<file path="src/hdl/assert_macros.svh">
// Assertion helpers; the including module provides aclk and aresetn.
`ifndef ASSERT_MACROS_SVH
`define ASSERT_MACROS_SVH

// Implication checked at every clock edge out of reset.
`define GDE_ASSERT_IMPL(lbl, ante, cons, msg) \
    lbl: assert property (@(posedge aclk) disable iff (!aresetn) (ante) |-> (cons)) \
        else $error(msg);

// Condition that must hold at every clock edge out of reset.
`define GDE_ASSERT_ALWAYS(lbl, cond, msg) \
    lbl: assert property (@(posedge aclk) disable iff (!aresetn) (cond)) \
        else $error(msg);

`endif

</file>
<file path="src/hdl/gde_pkg.sv">
package gde_pkg;

    localparam int DEFAULT_MAX_ROWS = 16;
    localparam int DEFAULT_MAX_COLS = 16;

    localparam int CFG_IDX_W  = 3;
    localparam int CFG_DATA_W = 5;

    typedef enum logic [CFG_IDX_W-1:0] {
        REG_NUM_ROWS      = 3'd0,
        REG_NUM_COLS      = 3'd1,
        REG_START_ROW     = 3'd2,
        REG_START_COL     = 3'd3,
        REG_START_HEADING = 3'd4
    } cfg_reg_t;

    typedef enum logic [2:0] {
        ACT_TURN_LEFT  = 3'd0,
        ACT_TURN_RIGHT = 3'd1,
        ACT_FORWARD    = 3'd2,
        ACT_PICK_UP    = 3'd3,
        ACT_ASK_FREE   = 3'd4,
        ACT_ASK_MARKER = 3'd5,
        ACT_FINISHED   = 3'd6
    } action_t;

    typedef enum logic [1:0] {
        DIR_UP    = 2'd0,
        DIR_RIGHT = 2'd1,
        DIR_DOWN  = 2'd2,
        DIR_LEFT  = 2'd3
    } dir_t;

    typedef enum logic [1:0] {
        PH_IDLE   = 2'd0,
        PH_MARKER = 2'd1,
        PH_EXPLORE = 2'd2,
        PH_BACK   = 2'd3
    } phase_t;

    typedef struct packed {
        logic       ok;
        logic [3:0] row;
        logic [3:0] col;
    } nb_t;

    // Grid size in use: saturate to 1..lim.
    function automatic logic [4:0] clamp_size(input logic [4:0] v, input logic [4:0] lim);
        logic [4:0] r;
        r = v;
        if (r == 5'd0) r = 5'd1;
        if (r > lim) r = lim;
        return r;
    endfunction

    function automatic nb_t step_cell(input logic [3:0] row, input logic [3:0] col,
                                      input logic [1:0] dir, input logic [4:0] rows,
                                      input logic [4:0] cols);
        nb_t        n;
        logic [4:0] nr;
        logic [4:0] nc;
        logic       neg;
        nr  = {1'b0, row};
        nc  = {1'b0, col};
        neg = 1'b0;
        case (dir)
            DIR_UP: begin
                neg = (row == 4'd0);
                nr  = nr - 5'd1;
            end
            DIR_RIGHT: nc = nc + 5'd1;
            DIR_DOWN:  nr = nr + 5'd1;
            DIR_LEFT: begin
                neg = (col == 4'd0);
                nc  = nc - 5'd1;
            end
            default: neg = 1'b1;
        endcase
        n.ok  = !neg && (nr < rows) && (nc < cols);
        n.row = nr[3:0];
        n.col = nc[3:0];
        return n;
    endfunction

endpackage

</file>
<file path="src/hdl/grid_dfs_explorer.sv">
// Channel   Direction  Handshake              Payload
// cfg       in         cfg_valid / cfg_ready  cfg_index, cfg_data
// s (req)   in         s_valid / s_ready      s_cmd, s_answer
// m (res)   out        m_valid / m_ready      m_action, m_pos_row, m_pos_col, m_heading, m_last
//
// One request at a time. A start request sweeps the visited RAM, one entry per cycle, then
// asks for a marker. A reply is accepted in S_IDLE; an in-bounds scanned direction reads the
// visited RAM (S_SCAN) and tests the registered bit (S_SCHK), an out-of-bounds one is skipped,
// an exhausted scan leaves via S_NONE, a backtrack reads the stack RAM (S_NONE, S_POP), each
// result has its own state, and the heading is checked (S_TURN) before the ask. Results leave
// through one output register; a stalled m_ready holds the sequencer at its next result.
// Reset (synchronous, aresetn low) clears control state; the RAMs keep their contents.
module grid_dfs_explorer #(
    parameter int MAX_ROW_COUNT = gde_pkg::DEFAULT_MAX_ROWS,
    parameter int MAX_COL_COUNT = gde_pkg::DEFAULT_MAX_COLS
) (
    input  logic                            aclk,
    input  logic                            aresetn,
    input  logic                            cfg_valid,
    output logic                            cfg_ready,
    input  logic [gde_pkg::CFG_IDX_W-1:0]   cfg_index,
    input  logic [gde_pkg::CFG_DATA_W-1:0]  cfg_data,
    input  logic                            s_valid,
    output logic                            s_ready,
    input  logic                            s_cmd,
    input  logic                            s_answer,
    output logic                            m_valid,
    input  logic                            m_ready,
    output logic [2:0]                      m_action,
    output logic [3:0]                      m_pos_row,
    output logic [3:0]                      m_pos_col,
    output logic [1:0]                      m_heading,
    output logic                            m_last
);
    import gde_pkg::*;

    `include "assert_macros.svh"

    localparam int Cells  = MAX_ROW_COUNT * MAX_COL_COUNT;
    localparam int CellW  = $clog2(Cells);
    localparam int StkW   = CellW + 1;
    localparam int RowLim = (MAX_ROW_COUNT < 16) ? MAX_ROW_COUNT : 16;
    localparam int ColLim = (MAX_COL_COUNT < 16) ? MAX_COL_COUNT : 16;

    typedef enum logic [3:0] {
        S_IDLE, S_CLEAR, S_MARK, S_PICK, S_SCAN, S_SCHK, S_NONE,
        S_POP, S_TURN, S_ASK, S_FWD
    } state_t;

    state_t          state_reg, state_next;
    logic [1:0]      phase_reg, phase_next;
    logic [1:0]      scan_dir_reg, scan_dir_next;
    logic [2:0]      dir_reg, dir_next;
    logic [1:0]      want_reg, want_next;
    logic            back_reg, back_next;
    logic [3:0]      row_reg, row_next;
    logic [3:0]      col_reg, col_next;
    logic [1:0]      head_reg, head_next;
    logic [StkW-1:0] top_reg, top_next;
    logic [CellW-1:0] clr_reg, clr_next;

    logic [4:0] num_rows_reg, num_cols_reg;
    logic [3:0] start_row_reg, start_col_reg;
    logic [1:0] start_head_reg;

    logic       m_valid_reg, m_valid_next;
    logic [2:0] m_action_reg, m_action_next;
    logic [3:0] m_row_reg, m_row_next;
    logic [3:0] m_col_reg, m_col_next;
    logic [1:0] m_head_reg, m_head_next;
    logic       m_last_reg, m_last_next;

    logic [4:0] eff_rows, eff_cols;
    logic       out_free;
    nb_t        scan_nb, head_nb;

    logic             vis_we, vis_wdata, vis_rdata;
    logic [CellW-1:0] vis_waddr, vis_raddr, cur_addr;
    logic             st_we;
    logic [7:0]       st_rdata;
    logic [CellW-1:0] st_raddr;

    logic [StkW-1:0] top_dec;
    logic [4:0]      pop_row, pop_col;
    logic [1:0]      head_diff;

    function automatic logic [CellW-1:0] cell_addr(input logic [3:0] r, input logic [3:0] c);
        return CellW'(32'(r) * 32'(MAX_COL_COUNT) + 32'(c));
    endfunction

    assign eff_rows = clamp_size(num_rows_reg, 5'(RowLim));
    assign eff_cols = clamp_size(num_cols_reg, 5'(ColLim));
    assign out_free = !m_valid_reg || m_ready;
    assign scan_nb  = step_cell(row_reg, col_reg, dir_reg[1:0], eff_rows, eff_cols);
    assign head_nb  = step_cell(row_reg, col_reg, head_reg, eff_rows, eff_cols);
    assign cur_addr = cell_addr(row_reg, col_reg);
    assign vis_raddr = cell_addr(scan_nb.row, scan_nb.col);
    assign top_dec  = top_reg - StkW'(1);
    assign st_raddr = top_dec[CellW-1:0];
    assign pop_row  = {1'b0, st_rdata[7:4]};
    assign pop_col  = {1'b0, st_rdata[3:0]};
    assign head_diff = want_reg - head_reg;

    assign cfg_ready = 1'b1;
    assign s_ready   = (state_reg == S_IDLE);

    gde_ram #(.WIDTH(1), .DEPTH(Cells)) u_visited (
        .aclk  (aclk),
        .we    (vis_we),
        .waddr (vis_waddr),
        .wdata (vis_wdata),
        .raddr (vis_raddr),
        .rdata (vis_rdata)
    );

    gde_ram #(.WIDTH(8), .DEPTH(Cells)) u_stack (
        .aclk  (aclk),
        .we    (st_we),
        .waddr (top_reg[CellW-1:0]),
        .wdata ({row_reg, col_reg}),
        .raddr (st_raddr),
        .rdata (st_rdata)
    );

    always_comb begin
        state_next    = state_reg;
        phase_next    = phase_reg;
        scan_dir_next = scan_dir_reg;
        dir_next      = dir_reg;
        want_next     = want_reg;
        back_next     = back_reg;
        row_next      = row_reg;
        col_next      = col_reg;
        head_next     = head_reg;
        top_next      = top_reg;
        clr_next      = clr_reg;
        vis_we        = 1'b0;
        vis_waddr     = cur_addr;
        vis_wdata     = 1'b1;
        st_we         = 1'b0;
        m_valid_next  = m_valid_reg && !m_ready;
        m_action_next = m_action_reg;
        m_row_next    = m_row_reg;
        m_col_next    = m_col_reg;
        m_head_next   = m_head_reg;
        m_last_next   = m_last_reg;

        case (state_reg)
            S_IDLE: begin
                if (s_valid) begin
                    if (!s_cmd) begin
                        top_next      = '0;
                        scan_dir_next = 2'd0;
                        clr_next      = '0;
                        back_next     = 1'b0;
                        row_next = ({1'b0, start_row_reg} < eff_rows) ? start_row_reg
                                                                       : 4'(eff_rows - 5'd1);
                        col_next = ({1'b0, start_col_reg} < eff_cols) ? start_col_reg
                                                                       : 4'(eff_cols - 5'd1);
                        head_next  = start_head_reg;
                        state_next = S_CLEAR;
                    end else begin
                        case (phase_reg)
                            PH_MARKER: begin
                                dir_next   = 3'd0;
                                state_next = s_answer ? S_PICK : S_SCAN;
                            end
                            PH_EXPLORE: begin
                                dir_next = {1'b0, scan_dir_reg} + 3'd1;
                                if (s_answer && step_cell(row_reg, col_reg, scan_dir_reg,
                                                          eff_rows, eff_cols).ok) begin
                                    if (top_reg < StkW'(Cells)) begin
                                        st_we    = 1'b1;
                                        top_next = top_reg + StkW'(1);
                                    end
                                    row_next   = step_cell(row_reg, col_reg, scan_dir_reg,
                                                           eff_rows, eff_cols).row;
                                    col_next   = step_cell(row_reg, col_reg, scan_dir_reg,
                                                           eff_rows, eff_cols).col;
                                    state_next = S_FWD;
                                end else begin
                                    state_next = S_SCAN;
                                end
                            end
                            PH_BACK: begin
                                dir_next = 3'd0;
                                if (s_answer && head_nb.ok) begin
                                    row_next   = head_nb.row;
                                    col_next   = head_nb.col;
                                    state_next = S_FWD;
                                end else begin
                                    state_next = S_SCAN;
                                end
                            end
                            default: state_next = S_IDLE;
                        endcase
                    end
                end
            end
            S_CLEAR: begin
                vis_we    = 1'b1;
                vis_waddr = clr_reg;
                vis_wdata = 1'b0;
                clr_next  = clr_reg + CellW'(1);
                if (clr_reg == CellW'(Cells - 1)) begin
                    state_next = S_MARK;
                end
            end
            S_MARK: begin
                // a backtrack move does not mark the cell it lands on
                vis_we = !back_reg;
                if (out_free) begin
                    m_valid_next  = 1'b1;
                    m_action_next = ACT_ASK_MARKER;
                    m_row_next    = row_reg;
                    m_col_next    = col_reg;
                    m_head_next   = head_reg;
                    m_last_next   = 1'b1;
                    phase_next    = PH_MARKER;
                    state_next    = S_IDLE;
                end
            end
            S_FWD: begin
                if (out_free) begin
                    m_valid_next  = 1'b1;
                    m_action_next = ACT_FORWARD;
                    m_row_next    = row_reg;
                    m_col_next    = col_reg;
                    m_head_next   = head_reg;
                    m_last_next   = 1'b0;
                    state_next    = S_MARK;
                end
            end
            S_PICK: begin
                if (out_free) begin
                    m_valid_next  = 1'b1;
                    m_action_next = ACT_PICK_UP;
                    m_row_next    = row_reg;
                    m_col_next    = col_reg;
                    m_head_next   = head_reg;
                    m_last_next   = 1'b0;
                    state_next    = S_SCAN;
                end
            end
            S_SCAN: begin
                if (dir_reg[2]) begin
                    state_next = S_NONE;
                end else if (!scan_nb.ok) begin
                    dir_next = dir_reg + 3'd1;
                end else begin
                    state_next = S_SCHK;
                end
            end
            S_SCHK: begin
                if (vis_rdata) begin
                    dir_next   = dir_reg + 3'd1;
                    state_next = S_SCAN;
                end else begin
                    scan_dir_next = dir_reg[1:0];
                    want_next     = dir_reg[1:0];
                    back_next     = 1'b0;
                    state_next    = S_TURN;
                end
            end
            S_NONE: begin
                if (top_reg == '0) begin
                    if (out_free) begin
                        m_valid_next  = 1'b1;
                        m_action_next = ACT_FINISHED;
                        m_row_next    = row_reg;
                        m_col_next    = col_reg;
                        m_head_next   = head_reg;
                        m_last_next   = 1'b1;
                        phase_next    = PH_IDLE;
                        state_next    = S_IDLE;
                    end
                end else begin
                    top_next   = top_dec;
                    state_next = S_POP;
                end
            end
            S_POP: begin
                // left unless the target is exactly one step up, down or right
                if (pop_row + 5'd1 == {1'b0, row_reg} && pop_col == {1'b0, col_reg}) begin
                    want_next = DIR_UP;
                end else if (pop_row == {1'b0, row_reg} + 5'd1 &&
                             pop_col == {1'b0, col_reg}) begin
                    want_next = DIR_DOWN;
                end else if (pop_row == {1'b0, row_reg} &&
                             pop_col == {1'b0, col_reg} + 5'd1) begin
                    want_next = DIR_RIGHT;
                end else begin
                    want_next = DIR_LEFT;
                end
                back_next  = 1'b1;
                state_next = S_TURN;
            end
            S_TURN: begin
                if (head_diff == 2'd0) begin
                    state_next = S_ASK;
                end else if (out_free) begin
                    m_valid_next = 1'b1;
                    m_row_next   = row_reg;
                    m_col_next   = col_reg;
                    m_last_next  = 1'b0;
                    if (head_diff == 2'd3) begin
                        head_next     = head_reg - 2'd1;
                        m_action_next = ACT_TURN_LEFT;
                        m_head_next   = head_reg - 2'd1;
                    end else begin
                        head_next     = head_reg + 2'd1;
                        m_action_next = ACT_TURN_RIGHT;
                        m_head_next   = head_reg + 2'd1;
                    end
                end
            end
            S_ASK: begin
                if (out_free) begin
                    m_valid_next  = 1'b1;
                    m_action_next = ACT_ASK_FREE;
                    m_row_next    = row_reg;
                    m_col_next    = col_reg;
                    m_head_next   = head_reg;
                    m_last_next   = 1'b1;
                    phase_next    = back_reg ? PH_BACK : PH_EXPLORE;
                    state_next    = S_IDLE;
                end
            end
            default: state_next = S_IDLE;
        endcase
    end

    always_ff @(posedge aclk) begin
        if (!aresetn) begin
            state_reg      <= S_IDLE;
            phase_reg      <= PH_IDLE;
            scan_dir_reg   <= 2'd0;
            dir_reg        <= 3'd0;
            want_reg       <= 2'd0;
            back_reg       <= 1'b0;
            row_reg        <= 4'd0;
            col_reg        <= 4'd0;
            head_reg       <= 2'd0;
            top_reg        <= '0;
            clr_reg        <= '0;
            m_valid_reg    <= 1'b0;
            num_rows_reg   <= 5'd16;
            num_cols_reg   <= 5'd16;
            start_row_reg  <= 4'd0;
            start_col_reg  <= 4'd0;
            start_head_reg <= 2'd0;
        end else begin
            state_reg    <= state_next;
            phase_reg    <= phase_next;
            scan_dir_reg <= scan_dir_next;
            dir_reg      <= dir_next;
            want_reg     <= want_next;
            back_reg     <= back_next;
            row_reg      <= row_next;
            col_reg      <= col_next;
            head_reg     <= head_next;
            top_reg      <= top_next;
            clr_reg      <= clr_next;
            m_valid_reg  <= m_valid_next;
            if (cfg_valid) begin
                case (cfg_index)
                    REG_NUM_ROWS:      num_rows_reg   <= cfg_data;
                    REG_NUM_COLS:      num_cols_reg   <= cfg_data;
                    REG_START_ROW:     start_row_reg  <= cfg_data[3:0];
                    REG_START_COL:     start_col_reg  <= cfg_data[3:0];
                    REG_START_HEADING: start_head_reg <= cfg_data[1:0];
                    default: ;
                endcase
            end
        end
        m_action_reg <= m_action_next;
        m_row_reg    <= m_row_next;
        m_col_reg    <= m_col_next;
        m_head_reg   <= m_head_next;
        m_last_reg   <= m_last_next;
    end

    assign m_valid   = m_valid_reg;
    assign m_action  = m_action_reg;
    assign m_pos_row = m_row_reg;
    assign m_pos_col = m_col_reg;
    assign m_heading = m_head_reg;
    assign m_last    = m_last_reg;

    `GDE_ASSERT_ALWAYS(a_stack_bound, top_reg <= StkW'(Cells), "stack pointer past depth")
    `GDE_ASSERT_IMPL(a_chk_after_scan, state_reg == S_SCHK, $past(state_reg) == S_SCAN,
                     "visited check without a read issued")
    `GDE_ASSERT_IMPL(a_row_in_range, state_reg != S_IDLE || phase_reg != PH_IDLE,
                     32'(row_reg) < MAX_ROW_COUNT, "robot row outside grid")
    `GDE_ASSERT_IMPL(a_push_room, st_we, top_reg < StkW'(Cells), "push onto full stack")

endmodule

</file>
<file path="src/hdl/gde_ram.sv">
module gde_ram #(
    parameter int WIDTH = 8,
    parameter int DEPTH = 256
) (
    input  logic                     aclk,
    input  logic                     we,
    input  logic [$clog2(DEPTH)-1:0] waddr,
    input  logic [WIDTH-1:0]         wdata,
    input  logic [$clog2(DEPTH)-1:0] raddr,
    output logic [WIDTH-1:0]         rdata
);

    logic [WIDTH-1:0] mem [DEPTH];
    logic [WIDTH-1:0] rdata_reg;

    always_ff @(posedge aclk) begin
        if (we) begin
            mem[waddr] <= wdata;
        end
        rdata_reg <= mem[raddr];
    end

    assign rdata = rdata_reg;

endmodule
</file>
<file path="config.mk">
export PLATFORM = sky130hd
export DESIGN_NAME = grid_dfs_explorer
export DESIGN_NICKNAME = d
export VERILOG_FILES = /design/src/hdl/gde_pkg.sv /design/src/hdl/grid_dfs_explorer.sv /design/src/hdl/gde_ram.sv
export VERILOG_INCLUDE_DIRS = /design/src /design/src/hdl
export SDC_FILE = /design/constraint.sdc
export NUM_CORES = 2
export LEC_CHECK = 0
export BUFFER_PORTS_ARGS = -buffer_cell sky130_fd_sc_hd__buf_4
export CAP_MARGIN = 20
export CORE_ASPECT_RATIO = 0.5
export CORE_UTILIZATION = 45
export CTS_CLUSTER_DIAMETER = 50
export DETAILED_ROUTE_END_ITERATION = 7
export SYNTH_ARGS = -nofsm -noshare
export SYNTH_HDL_FRONTEND = slang
export SYNTH_SLANG_ARGS = --single-unit
</file>
<file path="constraint.sdc">
create_clock -name aclk -period 9.31 [get_ports aclk]
set_input_delay 0.931 -clock aclk [delete_from_list [all_inputs] [get_ports aclk]]
set_output_delay 0.931 -clock aclk [all_outputs]
set_load 0.1 [all_outputs]
</file>
==> out/metrics.cfg <==
[run_status]
outcome=finished, violations left
failed_checks=design-rule violations

[synthesis]
syn-num-nets=4959
synth.distinct_cells=78
ys_seq_area_frac=0.734
ys_ff_latch=2389
synth-main-ff-cell=edfxtp_1
synth_top_area_frac=0.719
yosys.area.top_type=edfxtp_1
synthArstFlopShare=0
postSynthAreaPerCell_um2=19.8
syn_area_mm2=0.0968
yosys_warnings=0
synth_edf_count=2318
syn_inst=4897
synthTopCellsByArea=edfxtp_1, mux4_2, nor2_1

[clock_network]
clk_latency_ns=0.88
cts_max_path_buffers=4
postCtsHoldBufs=0
cts_root_buf=clkbuf_16
cts_made_buffers=216
clock-sinks=2389
postCtsSetupBuffers=0
cts_resized=0
htree_levels=4
tritoncts=yes
path_clk_slew_ns=0.07

[routing]
drt_wl_total_um=266000
first_iter_violations=6873
postRouteAntennaNets=0
wl_per_cell_um=33.4
avgViaCountPerCell=6.25
first_pass_iters=8
drc=6
num_vias=49700

[setup_path]
critPathKind=register to register
cp_data_arrival_time_ns=6.84
start_kind=register
worst-path-buf-inv=3
r2r_slack_ns=2.96
cp_top_family=simple AND/OR/NAND/NOR gates
slowest_stage=nor2_1
reg2reg_from=row_reg[1]
r2r_cells=16
startpoint=row_reg[1]
worstPathRequired_ns=9.80
slowest_delay_ns=0.97
crit_fanout=70
crit_chain=inv_1, ha_1, inv_1, nor2_1, nand2_1, o22ai_1, ha_1, or4b_1, a21oi_1, o21ai_0, a211oi_1, o311ai_2, nor4_4, buf_4, nand4_1, nor2_1
cp-end-kind=register
timing.rr.end=u_stack.mem[182][7]

[hold_path]
min_path_cells=3
hold_path.class=input pin to register
min_to=num_cols_reg[4]
worstHoldStart=cfg_data[4]

[timing]
setup-violations-final=0
post-route-period-util=0.682
fmax_ghz=0.157
rsz0062_at_grt=no
fin_crit_ns=6.35
drv_slew=0
tightest_slew_ns=1.35
fin_tns_setup_ns=0
max-slew-margin-rel=0.103
clock_skew_ns=0.0664
hold_viol_final=0

[final_layout]
nets=4990
drive_above_1_share=0.237
layout_common_cells=edfxtp_1, mux4_2, nor2_1
area_delta_synth_final_pct=10.8
final_cells=7951
largest_register_ffs=2048
post-route-util=0.506
fin_area_mm2=0.107
layout_commonest_cell=edfxtp_1

[floorplanning]
core_area_mm2=0.212
std_cell_rows=119
die_area_mm2=0.217
initial_core_util=0.456
die-width_um=658
die_y_um=330
io_pins=32

[place]
dp.cells=7551
port_buffers=30
place_area_mm2=0.100
finalWeightedCongestion=0.913
dp.final_hpwl_um=167000

[power]
peakVddDrop_mv=0.166
p_per_area_mw_per_mm2=235
p_leak_nw=32.5

[global_route]
grt_max_degree=174
grt_pass1_wl_um=376000
grt_usage=0.244
grt_pass1_vias=48700
overflow=0
antenna_found_initial=27

[flow_run]
max_cap_violations=0

-- stage by stage --
| step | setup slack [ns] | hold WS [ns] | total power [mW] |
|---|---|---|---|
| floorplan | 1.38 | 0.461 | 15.0 |
| global placement | 2.94 | 0.500 | 16.4 |
| detailed placement | 2.94 | 0.498 | 16.5 |
| CTS | 2.90 | 0.319 | 25.3 |
| global route | 2.63 | 0.338 | 25.8 |
| finish | 2.96 | 0.368 | 25.2 |
-- layer usage --
| metal | track usage | wire [um] | vias to the layer above |
|---|---|---|---|
| met3 | 0.0589 | 25900 | 488 |
| met2 | 0.387 | 125000 | 2658 |
| met5 | 0.00681 | 335 | - |
| li1 | - | - | 20100 |
| met4 | 0.0747 | 8540 | 24 |
| met1 | 0.339 | 106000 | 26500 |
-- worst max path at each step --
stage	cells after the start	to
2_1_floorplan	17	u_stack.mem[231][0]
3_3_place_gp	16	u_stack.mem[250][0]
3_5_place_dp	16	u_stack.mem[253][5]
4_1_cts	16	u_stack.mem[253][6]
5_1_grt	16	u_stack.mem[188][0]
6_report	16	u_stack.mem[182][7]
-- synthesized netlist by cell type (16+ instances only) --
master,instances
buf_1,19
a21oi_1,51
dfxtp_1,71
ha_1,47
nor2b_1,20
nor2_1,615
nor3_1,26
mux2i_1,45
o21ai_0,43
mux4_2,743
o211ai_1,19
clkbuf_1,196
inv_1,47
edfxtp_1,2318
nand2_1,173
o22ai_1,18
nand2b_1,16
xnor2_1,20
nand3_1,83
buf_2,79
xor2_1,24
a31oi_1,16
-- where the power goes --
group | switching (mW) | internal [mW]
Sequential | 0.146 | 12.1
Combinational | 2.46 | 1.55
Clock | 3.95 | 4.98
Total | 6.55 | 18.6
-- area by class of cell --
class / instances / area (um2)
diodes: 13 / 32.5
multi-input cells: 2160 / 24500
clock inverters: 136 / 1310
well taps: 2843 / 3560
clock buffers: 249 / 5640
flip-flops and latches: 2389 / 71100
fillers: 16700 / 105000
repair buffers: 111 / 988
inverters: 50 / 193
-- kinds of logic after synthesis --
logic type | Yosys count | share of synthesized area
AOI/OAI and AO/OA | 278 | 0.0204
xor gates and xnor gates | 44 | 0.00398
adders and majority gates | 49 | 0.00628
buffers and inverters | 348 | 0.0147
DFF | 2389 | 0.734
muxes | 790 | 0.178
other | 1 | 0.0000387
and+or+nand+nor | 998 | 0.0432
-- worst register-to-register path, cell delays in order, from the launching register on --
cell and delay [ns]:
dfxtp_4 0.91, inv_1 0.37, ha_1 0.34, inv_1 0.12, nor2_1 0.08, nand2_1 0.11, o22ai_1 0.09, ha_1 0.26
or4b_1 0.50, a21oi_1 0.11, o21ai_0 0.10, a211oi_1 0.32, o311ai_2 0.29, nor4_4 0.27, buf_4 0.32, nand4_1 0.85
nor2_1 0.98
(Power assumes the default switching activity.)
